## src/rtl/ricrc_pkg.sv

```systemverilog
`timescale 1ns / 1ps
package ricrc_pkg;

    localparam int unsigned DataWidth = 8;
    localparam int unsigned CrcWidth  = 32;
    localparam int unsigned PosWidth  = 6;
    localparam int unsigned SeedBytes = 8;

    localparam logic [CrcWidth-1:0]  CrcPoly   = 32'hEDB8_8320;
    localparam logic [CrcWidth-1:0]  CrcInit   = 32'hFFFF_FFFF;
    localparam logic [DataWidth-1:0] ByteOnes  = 8'hFF;
    localparam logic [DataWidth-1:0] TclassLow = 8'h0F;
    localparam logic [PosWidth-1:0]  PosMax    = 6'd63;

    // positions of the variant header fields
    localparam logic [PosWidth-1:0] PosTclassHi = 6'd0;
    localparam logic [PosWidth-1:0] PosFlow0    = 6'd1;
    localparam logic [PosWidth-1:0] PosFlow1    = 6'd2;
    localparam logic [PosWidth-1:0] PosFlow2    = 6'd3;
    localparam logic [PosWidth-1:0] PosHopLimit = 6'd7;
    localparam logic [PosWidth-1:0] PosQpRsvd   = 6'd44;

    typedef struct packed {
        logic                valid;
        logic [CrcWidth-1:0] icrc;
    } t_result;

    // one byte through the reflected crc, eight xor steps
    function automatic logic [CrcWidth-1:0] crc_fold(
        input logic [CrcWidth-1:0]  c_in,
        input logic [DataWidth-1:0] b
    );
        logic [CrcWidth-1:0] c;
        c = c_in ^ {{(CrcWidth-DataWidth){1'b0}}, b};
        for (int k = 0; k < DataWidth; k++) begin
            c = c[0] ? ((c >> 1) ^ CrcPoly) : (c >> 1);
        end
        return c;
    endfunction

    function automatic logic [CrcWidth-1:0] crc_seed();
        logic [CrcWidth-1:0] c;
        c = CrcInit;
        for (int k = 0; k < SeedBytes; k++) begin
            c = crc_fold(c, ByteOnes);
        end
        return c;
    endfunction

    localparam logic [CrcWidth-1:0] CrcSeed = crc_seed();

    function automatic logic [DataWidth-1:0] mask_byte(
        input logic [PosWidth-1:0]  pos,
        input logic [DataWidth-1:0] b
    );
        logic [DataWidth-1:0] m;
        m = b;
        if (pos == PosTclassHi) begin
            m = b | TclassLow;
        end else if (pos == PosFlow0 || pos == PosFlow1 || pos == PosFlow2 ||
                     pos == PosHopLimit || pos == PosQpRsvd) begin
            m = ByteOnes;
        end
        return m;
    endfunction

endpackage

```

## src/rtl/ricrc_engine.sv

```systemverilog
`timescale 1ns / 1ps
module ricrc_engine
    import ricrc_pkg::*;
(
    input  logic                 i_clk,
    input  logic                 i_rst_n,
    input  logic                 i_valid,
    input  logic [DataWidth-1:0] i_data,
    input  logic                 i_last,
    output logic                 o_ready,
    input  logic                 i_res_ready,
    output t_result              o_res
);

    logic                 r_in_valid;
    logic [DataWidth-1:0] r_in_data;
    logic                 r_in_last;
    logic [CrcWidth-1:0]  r_crc;
    logic [PosWidth-1:0]  r_pos;
    logic [CrcWidth-1:0]  n_crc;
    logic                 fire;

    // a last byte waits while the result register is full and its result is not taken
    assign fire    = r_in_valid && (!r_in_last || i_res_ready);
    assign o_ready = !r_in_valid || fire;
    assign n_crc   = crc_fold(r_crc, mask_byte(r_pos, r_in_data));

    assign o_res.valid = fire && r_in_last;
    assign o_res.icrc  = ~n_crc;

    always_ff @(posedge i_clk) begin
        if (!i_rst_n) begin
            r_in_valid <= 1'b0;
        end else if (i_valid && o_ready) begin
            r_in_valid <= 1'b1;
        end else if (fire) begin
            r_in_valid <= 1'b0;
        end
    end

    always_ff @(posedge i_clk) begin
        if (i_valid && o_ready) begin
            r_in_data <= i_data;
            r_in_last <= i_last;
        end
    end

    always_ff @(posedge i_clk) begin
        if (!i_rst_n) begin
            r_crc <= CrcSeed;
            r_pos <= '0;
        end else if (fire) begin
            if (r_in_last) begin
                r_crc <= CrcSeed;
                r_pos <= '0;
            end else begin
                r_crc <= n_crc;
                if (r_pos != PosMax) begin
                    r_pos <= r_pos + 1'b1;
                end
            end
        end
    end

endmodule

```

## src/rtl/ricrc_out_reg.sv

```systemverilog
`timescale 1ns / 1ps
module ricrc_out_reg
    import ricrc_pkg::*;
(
    input  logic                i_clk,
    input  logic                i_rst_n,
    input  t_result             i_res,
    output logic                o_res_ready,
    output logic                o_valid,
    output logic [CrcWidth-1:0] o_data,
    input  logic                i_ready
);

    logic                r_valid;
    logic [CrcWidth-1:0] r_data;

    assign o_res_ready = !r_valid || i_ready;
    assign o_valid     = r_valid;
    assign o_data      = r_data;

    always_ff @(posedge i_clk) begin
        if (!i_rst_n) begin
            r_valid <= 1'b0;
        end else if (i_res.valid) begin
            r_valid <= 1'b1;
        end else if (i_ready) begin
            r_valid <= 1'b0;
        end
    end

    always_ff @(posedge i_clk) begin
        if (i_res.valid) begin
            r_data <= i_res.icrc;
        end
    end

endmodule

```

## src/rtl/roce_invariant_crc_core.sv

```systemverilog
`timescale 1ns / 1ps
// result path: a last byte goes from the input register through the fold into the result
//   register that drives the master side; a stalled, full result register holds it back
// throughput: one byte per cycle unless a last byte waits for the result register
// reset: i_rst_n synchronous, active low; empties both register stages and reseeds
//   the crc with the eight-ones-byte preload, byte position back to zero
module roce_invariant_crc_core
    import ricrc_pkg::*;
(
    input  logic         i_clk,
    input  logic         i_rst_n,
    // slave side: packet bytes
    input  logic         i_s_axis_tvalid,
    output logic         o_s_axis_tready,
    input  logic [7:0]   i_s_axis_tdata,   // [7:0] data_byte
    input  logic         i_s_axis_tlast,   // last_byte
    // master side: finished icrc, one transaction per packet
    output logic         o_m_axis_tvalid,
    input  logic         i_m_axis_tready,
    output logic [31:0]  o_m_axis_tdata    // [31:0] icrc_value
);

    t_result res;
    logic    res_ready;

    // input register, byte mask by position and crc fold
    ricrc_engine u_engine (
        .i_clk       (i_clk),
        .i_rst_n     (i_rst_n),
        .i_valid     (i_s_axis_tvalid),
        .i_data      (i_s_axis_tdata),
        .i_last      (i_s_axis_tlast),
        .o_ready     (o_s_axis_tready),
        .i_res_ready (res_ready),
        .o_res       (res)
    );

    // result register; it frees in the same cycle the downstream takes it,
    // so a new last byte can follow a stalled result without a bubble
    ricrc_out_reg u_out (
        .i_clk       (i_clk),
        .i_rst_n     (i_rst_n),
        .i_res       (res),
        .o_res_ready (res_ready),
        .o_valid     (o_m_axis_tvalid),
        .o_data      (o_m_axis_tdata),
        .i_ready     (i_m_axis_tready)
    );

endmodule

```

## config.mk

```make
export PLATFORM = sky130hd
export DESIGN_NAME = roce_invariant_crc_core
export DESIGN_NICKNAME = d
export VERILOG_FILES = /design/src/rtl/ricrc_pkg.sv /design/src/rtl/ricrc_engine.sv /design/src/rtl/ricrc_out_reg.sv /design/src/rtl/roce_invariant_crc_core.sv
export SDC_FILE = /design/constraint.sdc
export NUM_CORES = 1
export LEC_CHECK = 0
export ABC_AREA = 0
export ABC_CLOCK_PERIOD_IN_PS = 2700
export CAP_MARGIN = 20
export CORE_ASPECT_RATIO = 2
export CORE_MARGIN = 1
export CORE_UTILIZATION = 57
export CTS_CLUSTER_DIAMETER = 80
export DETAILED_ROUTE_END_ITERATION = 10
export DONT_BUFFER_PORTS = 1
export HOLD_SLACK_MARGIN = 0.03
export PLACE_DENSITY = 0.74
export SLEW_MARGIN = 20
export SYNTH_ARGS = -nofsm -noshare
export SYNTH_HDL_FRONTEND = slang
export SYNTH_SLANG_ARGS = --single-unit
```

## constraint.sdc

```tcl
create_clock -name i_clk -period 2.7 [get_ports i_clk]
set_input_delay 0.81 -clock i_clk [delete_from_list [all_inputs] [get_ports i_clk]]
set_output_delay 0.81 -clock i_clk [all_outputs]
set_load 0.05 [all_outputs]
```

==> results of run 1 <==
-- per-layer routing --
metal	vias to the layer above	GRT usage, %	part of all wire, %
met4	0	17.9	5.9
met3	27	5.93	3.0
li1	1160	-	-
met2	78	41.0	55
met5	-	0	0
met1	1165	26.5	36
-- cell usage after synthesis (2+ instances only) --
cell type and n:
nor2b_1 5, and2_1 10, inv_1 6, o21ai_0 13, edfxtp_1 41, nor3_2 3, xnor2_2 10, a21oi_1 18
ha_1 4, buf_2 2, o221ai_1 4, xnor2_4 3, xor2_1 17, nand2b_1 9, o31ai_2 2, xnor2_1 32
dfxtp_1 40, o211ai_1 7, o21ai_1 3, a211oi_1 2, a211o_1 3, clkbuf_1 13, nand3_1 10, xor2_2 2
nor3b_1 4, nor2_1 6, nand2_1 22, nor3_1 6, o31ai_1 4
-- state kept, by name, summed over array words and instances, names as in the netlist --
signal	cells
u_engine.r_in_data	8
u_engine.r_in_last	1
u_engine.r_in_valid	1
u_engine.r_crc	32
u_out.o_data	32
u_out.o_valid	1
u_engine.r_pos	6
-- cells by family after synthesis --
logic type / Yosys count / share of synthesized area [%]
and+or+nand+nor: 78 / 11.1
DFF: 81 / 53.3
xor gates and xnor gates: 66 / 19.8
adders and majority gates: 4 / 1.31
AOI/OAI and AO/OA: 64 / 12.0
buffers and inverters: 22 / 2.43
-- layout by cell type, fill, tap and decap left out, drive strengths merged, types with 5 or more instances in the layout --
cell type,netlist,final
nor2b,5,5
and2,10,10
nor3,10,10
nand2,22,22
xor2,19,19
a21oi,18,18
edfxtp,41,41
nand3,10,10
dfxtp,40,40
o31ai,6,6
o21ai,17,17
nand2b,9,9
buf,3,35
nor2,6,6
clkbuf,13,12
o211ai,7,7
inv,6,6
xnor2,45,45
-- worst min-delay path, stage by stage (launching register included) --
cell      delay (ns)
dfxtp_1         0.32
nand2_1         0.05
o211ai_1        0.07
-- area by class of cell --
cell class                 instances  area (sq um)
timing repair buffer              35           292
clock buffer                      12           246
fill                             466          1740
tap                               86           108
multi-input combinational        212          1880
sequential                        81          2040
inverter                           6          25.0
clock inverter                     4          28.8
-- power groups by stage --
stage | combinational, W | sequential (W) | clock (W)
3_3_place_gp | 0.000901 | 0.00172 | 0
5_1_grt | 0.00111 | 0.00172 | 0.00118
4_1_cts | 0.000932 | 0.00170 | 0.00113
6_report | 0.00105 | 0.00170 | 0.00111
3_5_place_dp | 0.000911 | 0.00173 | 0
2_1_floorplan | 0.000649 | 0.00171 | 0
-- repair_timing --
action | CTS | global route
pin swaps | 2 | 3
buffers inserted | 4 | 4
gates resized for setup | 2 | 18
endpoints found under the setup margin | 10 | 35
hold buffers | 0 | 0
-- worst paths after layout --
check | start | end | depth (start not counted)
worst min-delay path | u_engine.r_crc[28] | u_engine.r_crc[28] | 2
worst max-delay path | u_engine.r_pos[0] | u_engine.r_crc[16] | 11
worst max register to register | u_engine.r_pos[0] | u_engine.r_crc[16] | 11
worst min register to register | u_engine.r_crc[28] | u_engine.r_crc[28] | 2
-- per-stage QoR --
step                      setup TNS, ns  hold WS, ns  worst slack, ns  power (W)  cells
final                                 0        0.490           0.0679    0.00386    436
after global routing             -0.716        0.512           -0.102    0.00400    436
after CTS                             0        0.491           0.0142    0.00376    432
after detailed placement         -0.118        0.483          -0.0447    0.00264    412
after global placement                0        0.476          0.00992    0.00262    412
after floorplan                       0        0.460          0.00191    0.00235    315
==> impl_summary.log, run 1 <==
[metrics] overall routing resource usage: 25.0%
[metrics] share of final-layout standard cells stronger than drive strength 1: between 20% and 30%
[metrics] number of global-route vias before repair: 2452
[metrics] DRC violation count after routing: 0
[metrics] Post-layout nets: 362
[metrics] Final setup violation count: 0
[metrics] summed instance area of the synthesized netlist: 0.00381 sq mm
[metrics] Final GP Congestion: around 0.86
[metrics] Final Critical Period: 2.63 ns
[metrics] type of the most critical hold path: flop to flop
[metrics] RSZ-0062 raised after global routing: yes
[metrics] measured slew at the worst slew-check pin: 0.853 ns
[metrics] Arrival @ worst endpoint: 2.81 ns
[metrics] sequential element share of the synthesized area: 53.3%
[metrics] via total after detailed routing: 2430
[metrics] CP endpoint kind: flop
[metrics] fraction of synthesized cell area taken by the top area cell type: 32.3%
[metrics] crit path kind: flop to flop
[metrics] insertion delay of the later-clocked pin in the worst-skew pair: 0.34 ns
[metrics] Detail Placement HPWL: 5560 um
[metrics] cell area after placement: 0.00415 sq mm
[metrics] H-tree level count: 3
[metrics] Syn Area/Cell: around 12 sq um
[metrics] first-pass GRT wire length: roughly 12000 um
[metrics] Yosys warnings: 0
[metrics] cts bufs inserted: 9
[metrics] asr flop ratio synth: 0%
[metrics] top-level I/O count: 47
[metrics] Post-Syn Nets: 332
[metrics] starting density of the core: between 50 and 60%
[metrics] Reg clk slew, reported paths: roughly 0.060 ns
[metrics] number of enable-type register cells in the synthesized netlist: 41
[metrics] clock tree from TritonCTS: done
[metrics] minimum setup slack among reg-to-reg paths: 0.07 ns
[metrics] Static Leak: 1.66 nW
[metrics] areal power density over the cells: 837 mW/mm^2
[metrics] layout overhead on the synthesized area: 21.2%
[metrics] Slew Limit Headroom: 42.9%
[metrics] Routed WL: 7940 um
[metrics] number of antenna cells inserted: 0
[metrics] Root Driver: clkbuf_16
[metrics] number of pins exceeding their max-slew limit in the final report: 0
[metrics] required time of the critical path: between 2 and 3 ns
[metrics] maximum fanout encountered on the critical timing path: 11
[metrics] largest area contributor in the netlist: edfxtp_1
[metrics] ratio of routed vias to standard cells: 5.57
[metrics] type of origin of the critical path: flop
[metrics] largest vdd supply drop: between 0.6 and 0.7 mV
[metrics] kind of cell adding the most delay to the critical path: compound AO/OA/AOI/OAI gates
[metrics] DRT iter0 DRCs: between 100 and 150
[metrics] reported max-cap violation count: 0
[metrics] count of input and output buffers: 0
[metrics] Net Sw Power: roughly 0.0012 W
[metrics] clock group share of total power: 28.7%
[metrics] count of distinct cell types in the synthesized netlist: 43
[metrics] post-route core utilization: 72.6%
[metrics] number of storage elements in the synthesis netlist: 81
[metrics] x dimension of the die: ~60 um
[metrics] outcome: finished clean
[metrics] maximum clock frequency: 380 MHz
[metrics] area of the core region: 0.00636 sq mm
[metrics] clock sink count: around 80
[metrics] share of total power in combinational logic: 27.2%
[metrics] vertical die dimension: 118 um
[metrics] critical path cell sequence: ha_4, inv_2, a2111oi_4, buf_12, nor3b_1, a211o_2, buf_6, xnor2_4, buf_4, xnor2_1, o21ai_0
[metrics] maximum number of pins on one net before global-route repair: 52
[metrics] WL/cell: 18.2 um
[metrics] internal power consumption: 0.00264 W
[metrics] portion of the clock cycle consumed by the worst path in the final layout: between 90 and 100%
[metrics] part of the power in registers: 44.1%
[metrics] 1st-pass router iterations: 4
[metrics] clk buf depth: 2
[metrics] Die Outline Area: between 0.007 and 0.008 sq mm
[metrics] grt total ovfl: 0
[metrics] Clock Skew: 0.00679 ns
[metrics] Gate Count Post-Synth: 315
[metrics] number of rows in the core area: 41
[metrics] Routed Antenna Nets: 0
[metrics] synth top area cells: edfxtp_1 32%, dfxtp_1 21%, xnor2_1 7.4%
[metrics] final non-filler cell area: 0.00462 sq mm
[metrics] count of buffer and inverter cells on the critical path: 4
[metrics] primary flip-flop cell chosen by synthesis mapping: edfxtp_1
[metrics] CP peak stage delay: 0.40 ns
[metrics] switching portion of total power: 31.8%
[metrics] crit path max-delay cell type: dfxtp_4
[metrics] final hold violations: 0
[metrics] initial antenna violation count: 0
(Power assumes the default switching activity.)
==> run 2, diff against run 1 <==
Settings changed: REMOVE_ABC_BUFFERS set to 1.
==> run 2 against run 1 <==
Compared with the run above: the flow now finishes with violations (negative setup slack); largest cell class unchanged; utilization rose by 5.5 points; final cell count grew 4.8%; clock-buffer cell count increased by 2.
==> impl_summary.log, run 2 (same netlist as run 1, synthesis figures left out) <==
[metrics] Routed Antenna Nets: 0 (unchanged)
[metrics] Arrival @ worst endpoint: 2.94 ns (was 2.81 ns)
[metrics] dpl ws: -0.169 ns (was -0.0447 ns)
[metrics] Static Leak: 1.84 nW (was 1.66 nW)
[metrics] maximum number of pins on one net before global-route repair: 52 (unchanged)
[metrics] maximum fanout encountered on the critical timing path: 5 (was 11)
[metrics] clock sink count: 81 (unchanged)
[metrics] final hold violations: 0 (unchanged)
[metrics] Detail Placement HPWL: 5330 um (was 5560 um)
[metrics] GR Util met1: 26.6% (was 26.5%)
[metrics] cts bufs inserted: 9 (unchanged)
[metrics] DRC violation count after routing: 0 (unchanged)
[metrics] RSZ-0062 raised after global routing: yes (unchanged)
[metrics] clock tree from TritonCTS: done (unchanged)
[metrics] type of the most critical hold path: flop to flop (unchanged)
[metrics] Clock Skew: 0.00624 ns (was 0.00679 ns)
[metrics] Net Sw Power: 0.00128 W (was 0.00123 W)
[metrics] number of global-route vias before repair: 2537 (was 2452)
[metrics] Slew Limit Headroom: 39.2% (was 42.9%)
[metrics] share of final-layout standard cells stronger than drive strength 1: 35.6% (was 28.6%)
[metrics] outcome: finished, violations left (was finished clean)
[metrics] global-route layer with the greatest usage: met2 (unchanged)
[metrics] crit path kind: flop to flop (unchanged)
[metrics] WL/cell: 19.0 um (was 18.2 um)
[metrics] number of pins exceeding their max-slew limit in the final report: 0 (unchanged)
[metrics] area of the core region: 0.00636 sq mm (unchanged)
[metrics] Final Critical Period: 2.71 ns (was 2.63 ns)
[metrics] Final Instance Count excl. Fillers: 457 (was 436)
[metrics] violated checks: negative setup slack
[metrics] internal power consumption: 0.00293 W (was 0.00264 W)
[metrics] reported max-cap violation count: 0 (unchanged)
[metrics] x dimension of the die: 59.8 um (unchanged)
[metrics] 1st-pass router iterations: 5 (was 4)
[metrics] insertion delay of the later-clocked pin in the worst-skew pair: 0.33 ns (was 0.34 ns)
[metrics] number of rows in the core area: 41 (unchanged)
[metrics] DRT iter0 DRCs: 180 (was 114)
[metrics] Placed Instances: 424 (was 412)
[metrics] clock group share of total power: 30.0% (was 28.7%)
[metrics] Root Driver: clkbuf_16 (unchanged)
[metrics] Reg clk slew, reported paths: 0.06 ns (about the same)
[metrics] grt met3 use: 7.58% (was 5.93%)
[metrics] maximum clock frequency: 369 MHz (was 380 MHz)
[metrics] portion of the clock cycle consumed by the worst path in the final layout: 100% (was 97.5%)
[metrics] layout overhead on the synthesized area: 30.4% (was 21.2%)
[metrics] required time of the critical path: 2.93 ns (was 2.88 ns)
[metrics] part of the power in registers: 40.6% (was 44.1%)
[metrics] largest vdd supply drop: 0.498 mV (was 0.624 mV)
[metrics] grt total ovfl: 0 (unchanged)
[metrics] ratio of routed vias to standard cells: 5.76 (was 5.57)
[metrics] switching portion of total power: 30.4% (was 31.8%)
[metrics] Die Outline Area: 0.00703 sq mm (unchanged)
[metrics] first-pass GRT wire length: 12400 um (about the same)
[metrics] most common cell after layout, fill and taps aside: buf_4 (was edfxtp_1)
[metrics] met2 Resource Use GR: 40.0% (was 41.0%)
[metrics] H-tree level count: 3 (unchanged)
[metrics] Routed WL: 8700 um (was 7940 um)
[metrics] vertical die dimension: 118 um (unchanged)
[metrics] share of total power in combinational logic: 29.4% (was 27.2%)
[metrics] starting density of the core: 59.9% (unchanged)
[metrics] fin worst setup slack: -0.00722 ns (was 0.0679 ns)
[metrics] type of origin of the critical path: flop (unchanged)
[metrics] CP endpoint kind: flop (unchanged)
[metrics] Post-layout nets: 383 (was 362)
[metrics] clk buf depth: 2 (unchanged)
[metrics] overall routing resource usage: 24.5% (was 25.0%)
[metrics] via total after detailed routing: 2631 (was 2430)
[metrics] top-level I/O count: 47 (unchanged)
[metrics] measured slew at the worst slew-check pin: 0.907 ns (was 0.853 ns)
[metrics] count of input and output buffers: 0 (unchanged)
[metrics] WHS: 0.483 ns (was 0.490 ns)
[metrics] most frequent cells in the layout: 48 x buf_4, 41 x edfxtp_1, 38 x dfxtp_1, 21 x nand2_1, 21 x xnor2_1 (was 41 x edfxtp_1, 38 x dfxtp_1, 32 x buf_4, 25 x xnor2_1, 21 x nand2_1)
[metrics] Final GP Congestion: 0.822 (was 0.863)
[metrics] initial antenna violation count: 0 (unchanged)
[metrics] areal power density over the cells: 846 mW/mm^2 (was 837 mW/mm^2)
[metrics] number of antenna cells inserted: 0 (unchanged)
[metrics] Final setup violation count: 1 (was 0)
[metrics] count of hold-fix buffers inserted at cts: 0 (unchanged)
## run 2: cell count changes in the layout (fill, tap and decap cells not counted), moves of 3 or more
cell     change
xnor2_4      +3
xor2_1       -4
buf_4       +16
buf_6        +6
xnor2_1      -4
xor2_2       +3
## run 2: worst max-delay path, stage by stage, from the launching register on
cell and delay, ns:
dfxtp_4 0.37, inv_4 0.07, buf_4 0.10, ha_2 0.16
nor2b_4 0.21, nand2_2 0.12, buf_6 0.14, nor3b_2 0.14
a211o_2 0.40, xnor2_2 0.23, buf_4 0.19, xnor2_4 0.08
xnor2_2 0.15, o31ai_1 0.24
## run 2: worst paths after layout
path                                    startpoint                  to  slack, ns  cells after the start
worst min-delay path            u_engine.r_crc[24]  u_engine.r_crc[24]       0.48                      2
worst max-delay path             u_engine.r_pos[1]  u_engine.r_crc[18]     -0.007                     13
worst max register to register   u_engine.r_pos[1]  u_engine.r_crc[18]     -0.007                     13
worst min register to register  u_engine.r_crc[24]  u_engine.r_crc[24]       0.48                      2
## run 2: layer usage
metal  wire length (um)  up-vias
li1                   -     1200
met1               2930     1279
met2               4950      123
met3                376       29
met4                439        0
met5                  0        -
## run 2: what timing repair did
| action | CTS | global route |
|---|---|---|
| setup endpoints to repair | 41 | 39 |
| setup buffers | 5 | 12 |
| cloned | 0 | 0 |
| resized for setup | 16 | 47 |
| pin swaps | 8 | 24 |
## run 2: metrics by stage
step	cell area (sq um)	power, W	setup TNS (ns)	utilization [%]
finish	4970	0.00421	-0.00722	78.1
global route	4970	0.00437	-1.91	78.1
global placement	4150	0.00263	-0.768	65.3
CTS	4590	0.00394	-0.00354	72.1
detailed placement	4150	0.00264	-2.45	65.3
floorplan	3740	0.00234	-3.76	-
## run 2: layout make-up
class,count,area [sq um]
Clock buffer,14,285
Inverter,6,27.5
Tap cell,86,108
Fill cell,376,1390
Sequential cell,81,2040
Timing Repair Buffer,56,459
Multi-Input combinational cell,212,2020
Clock inverter,2,35.0
## run 2: power by group through the flow
stage | sequential, W | combinational, W | clock (W)
3_3_place_gp | 0.00172 | 0.000904 | 0
5_1_grt | 0.00172 | 0.00131 | 0.00134
4_1_cts | 0.00170 | 0.000962 | 0.00128
6_report | 0.00171 | 0.00124 | 0.00126
2_1_floorplan | 0.00171 | 0.000633 | 0
3_5_place_dp | 0.00172 | 0.000917 | 0
==> run 3, diff against run 2 <==
Settings changed: PLACE_DENSITY 0.74 to not set, PLACE_DENSITY_LB_ADDON set to 0.08, SYNTH_HIERARCHICAL set to 1.
==> run 3 against run 2 <==
Compared with the run above: the run now ends clean; clock-buffer cell count down 2; largest cell class is now multi-input gates; sequential power is 4% lower; maximum frequency up 1.6%; total power shrank 7.3%; combinational power down 19%; clock power is essentially flat; first-iteration DRC count up 2.2%.
==> impl_summary.log, run 3 <==
[metrics] x dimension of the die: 61.1 um (was 59.8 um)
[metrics] ratio of routed vias to standard cells: 5.64 (was 5.76)
[metrics] Clock Skew: 0.00808 ns (was 0.00624 ns)
[metrics] H-tree level count: 3 (unchanged)
[metrics] number of enable-type register cells in the synthesized netlist: 41 (unchanged)
[metrics] final non-filler cell area: 0.00508 sq mm (was 0.00497 sq mm)
[metrics] crit path kind: flop to flop (unchanged)
[metrics] top-level I/O count: 47 (unchanged)
[metrics] cell area after placement: 0.00435 sq mm (was 0.00415 sq mm)
[metrics] kind of cell adding the most delay to the critical path: buffers and inverters (was compound AO/OA/AOI/OAI gates)
[metrics] DRC violation count after routing: 0 (unchanged)
[metrics] required time of the critical path: 2.92 ns (was 2.93 ns)
[metrics] main combinational cell family by area after synthesis: XOR/XNOR gates (unchanged)
[metrics] Routed Antenna Nets: 0 (unchanged)
[metrics] outcome: finished clean (was finished, violations left)
[metrics] XOR/XNOR share of the synthesized area: 18.5% (was 19.8%)
[metrics] overall routing resource usage: 26.5% (was 24.5%)
[metrics] Post-layout nets: 397 (was 383)
[metrics] maximum fanout encountered on the critical timing path: 6 (was 5)
[metrics] top post-synthesis cells by count: 42 x xnor2_1, 41 x edfxtp_1, 40 x dfxtp_1, 20 x nand2_1, 16 x xor2_1 (was 41 x edfxtp_1, 40 x dfxtp_1, 32 x xnor2_1, 22 x nand2_1, 18 x a21oi_1)
[metrics] Die Outline Area: 0.00734 sq mm (was 0.00703 sq mm)
[metrics] share of final-layout standard cells stronger than drive strength 1: 30.6% (was 35.6%)
[metrics] synth top area cells: edfxtp_1 31%, dfxtp_1 20%, xnor2_1 9.2% (was edfxtp_1 32%, dfxtp_1 21%, xnor2_1 7.4%)
[metrics] clk buf depth: 2 (unchanged)
[metrics] CP endpoint kind: flop (unchanged)
[metrics] grt total ovfl: 0 (unchanged)
[metrics] Syn Area/Cell: 12.0 sq um (was 12.1 sq um)
[metrics] count of input and output buffers: 0 (unchanged)
[metrics] starting density of the core: 59.6% (was 59.9%)
[metrics] asr flop ratio synth: 0% (unchanged)
[metrics] measured slew at the worst slew-check pin: 0.724 ns (was 0.907 ns)
[metrics] Static Leak: 1.86 nW (was 1.84 nW)
[metrics] maximum number of pins on one net before global-route repair: 49 (was 52)
[metrics] initial antenna violation count: 0 (unchanged)
[metrics] number of antenna cells inserted: 0 (unchanged)
[metrics] Final GP Congestion: 0.893 (was 0.822)
[metrics] Worst Reg-to-Reg Cells: 13 (unchanged)
[metrics] Gate Count Post-Synth: 332 (was 315)
[metrics] cts bufs inserted: 9 (unchanged)
[metrics] areal power density over the cells: 768 mW/mm^2 (was 846 mW/mm^2)
[metrics] area of the core region: 0.00667 sq mm (was 0.00636 sq mm)
[metrics] vertical die dimension: 120 um (was 118 um)
[metrics] Final Critical Period: 2.66 ns (was 2.71 ns)
[metrics] clock sink count: 81 (unchanged)
[metrics] Post-Synth Simple-Gate Area: 12.8% (was 11.1%)
[metrics] insertion delay of the later-clocked pin in the worst-skew pair: 0.34 ns (was 0.33 ns)
[metrics] Reg clk slew, reported paths: 0.06 ns (about the same)
[metrics] CP peak stage delay: 0.39 ns (was 0.40 ns)
[metrics] via total after detailed routing: 2670 (was 2631)
[metrics] largest vdd supply drop: 0.503 mV (was 0.498 mV)
[metrics] crit path max-delay cell type: dfxtp_4 (was a211o_2)
[metrics] number of global-route vias before repair: 2730 (was 2537)
[metrics] sequential element share of the synthesized area: 51.1% (was 53.3%)
[metrics] post-synthesis adder-cell area fraction: 1.26% (was 1.31%)
[metrics] largest area contributor in the netlist: edfxtp_1 (unchanged)
[metrics] 1st-pass router iterations: 4 (was 5)
[metrics] Final setup violation count: 0 (was 1)
[metrics] WHS: 0.496 ns (was 0.483 ns)
[metrics] most frequent cells in the layout: 46 x buf_4, 41 x edfxtp_1, 38 x dfxtp_1, 32 x xnor2_1, 20 x nand2_1 (was 48 x buf_4, 41 x edfxtp_1, 38 x dfxtp_1, 21 x nand2_1, 21 x xnor2_1)
[metrics] Root Driver: clkbuf_16 (unchanged)
[metrics] layout overhead on the synthesized area: 27.6% (was 30.4%)
[metrics] number of storage elements in the synthesis netlist: 81 (unchanged)
[metrics] WL/cell: 19.1 um (was 19.0 um)
[metrics] most common cell in the netlist: xnor2_1 (was edfxtp_1)
[metrics] first-pass GRT wire length: 13600 um (was 12400 um)
[metrics] Routed WL: 9030 um (was 8700 um)
[metrics] portion of the clock cycle consumed by the worst path in the final layout: 98.7% (was 100%)
[metrics] DRT iter0 DRCs: 184 (was 180)
[metrics] Yosys warnings: 6 (was 0)
[metrics] Slew Limit Headroom: 51.7% (was 39.2%)
[metrics] number of pins exceeding their max-slew limit in the final report: 0 (unchanged)
[metrics] count of distinct cell types in the synthesized netlist: 47 (was 43)
[metrics] type of the most critical hold path: flop to flop (unchanged)
[metrics] maximum clock frequency: 375 MHz (was 369 MHz)
[metrics] fraction of synthesized cell area taken by the top area cell type: 30.9% (was 32.3%)
[metrics] most common cell after layout, fill and taps aside: buf_4 (unchanged)
[metrics] reported max-cap violation count: 0 (unchanged)
[metrics] instance count along the most critical hold path: 2 (unchanged)
[metrics] area fraction in compound gates after synthesis: 13.9% (was 12.0%)
[metrics] library cell appearing most often on the critical path: buf_4
[metrics] CP Depth: 13 (unchanged)
[metrics] summed instance area of the synthesized netlist: 0.00398 sq mm (was 0.00381 sq mm)
[metrics] clock tree from TritonCTS: done (unchanged)
[metrics] minimum setup slack among reg-to-reg paths: 0.04 ns (was -0.007 ns)
[metrics] fin worst setup slack: 0.0354 ns (was -0.00722 ns)
[metrics] count of buffer and inverter cells on the critical path: 5 (was 4)
[metrics] Arrival @ worst endpoint: 2.88 ns (was 2.94 ns)
[metrics] critical path cell sequence: inv_4, ha_4, buf_4, and3b_2, buf_4, a211oi_2, a211oi_4, buf_6, buf_4, xnor2_1, xnor2_1, xnor2_2, o21ai_1 (was inv_4, buf_4, ha_2, nor2b_4, nand2_2, buf_6, nor3b_2, a211o_2, xnor2_2, buf_4, xnor2_4, xnor2_2, o31ai_1)
[metrics] post-route core utilization: 76.1% (was 78.1%)
[metrics] multiplexer share of the synthesized area: 0.252% (was 0%)
[metrics] primary flip-flop cell chosen by synthesis mapping: edfxtp_1 (unchanged)
[metrics] aggregate negative setup slack: 0 ns (was -0.00722 ns)
[metrics] dpl ws: -0.162 ns (was -0.169 ns)
[metrics] final hold violations: 0 (unchanged)
[metrics] number of rows in the core area: 42 (was 41)
[metrics] Detail Placement HPWL: 6140 um (was 5330 um)
[metrics] type of origin of the critical path: flop (unchanged)
-- run 3: cell types whose count changed after synthesis, sizes merged, moves of 5 or more --
cell / delta
nor2: +6
o21a: +5
nor3: -5
a21boi: +5
xnor2: +9
or3: +6
o31ai: -6
a21oi: -10
nor2b: +8
-- run 3: logic make-up (layout without fill, tap and decap cells) --
| logic type | Yosys count | after routing |
|---|---|---|
| AOI/OAI and AO/OA | 65 | 65 |
| xor gates and xnor gates | 70 | 70 |
| adders and majority gates | 4 | 4 |
| buffers and inverters | 20 | 73 |
| DFF | 81 | 81 |
| muxes | 1 | 1 |
| and+or+nand+nor | 91 | 91 |
-- run 3: path summary, 6_finish.rpt --
kind / from / to
max: u_engine/r_pos[0] / u_engine/r_crc[19]
min: u_engine/r_crc[28] / u_engine/r_crc[28]
max reg2reg: u_engine/r_pos[0] / u_engine/r_crc[19]
min reg2reg: u_engine/r_crc[28] / u_engine/r_crc[28]
-- run 3: timing repair --
item                                    CTS  global route
endpoints found under the setup margin   21            42
pin swaps                                 7            12
hold buffers                              0             0
setup buffers                             7             6
gates cloned                              0             0
resized for setup                        18            35
-- run 3: layer usage --
metal / vias to the layer above / track usage (%) / wire, um
met5: - / 0 / 0
met4: 0 / 15.1 / 407
met3: 36 / 7.54 / 336
li1: 1260 / - / -
met1: 1281 / 25.5 / 3100
met2: 93 / 47.1 / 5180
-- run 3: stage by stage --
stage | power [W] | std cells
global route | 0.00404 | 473
finish | 0.00390 | 473
global placement | 0.00244 | 444
detailed placement | 0.00246 | 444
floorplan | 0.00223 | 318
CTS | 0.00380 | 467
-- run 3: layout make-up --
type | count | area, sq um
well taps | 88 | 110
fillers | 455 | 1600
repair buffers | 51 | 428
inverters | 6 | 27.5
flip-flops and latches | 81 | 2040
clock buffers | 12 | 258
multi-input cells | 231 | 2160
clock inverters | 4 | 51.3
-- run 3: power breakdown --
part / internal [W] / switching (W)
clock: 0.000772 / 0.000472
sequential: 0.00145 / 0.000192
combinational: 0.000505 / 0.000506
total: 0.00273 / 0.00117
-- run 3: worst reg2reg max path, cell delays in order (launching register included) --
cell and delay, ns:
dfxtp_4 0.39, inv_4 0.06, ha_4 0.17, buf_4 0.13, and3b_2 0.24, buf_4 0.15
a211oi_2 0.28, a211oi_4 0.11, buf_6 0.15, buf_4 0.14, xnor2_1 0.25, xnor2_1 0.22
xnor2_2 0.16, o21ai_1 0.10
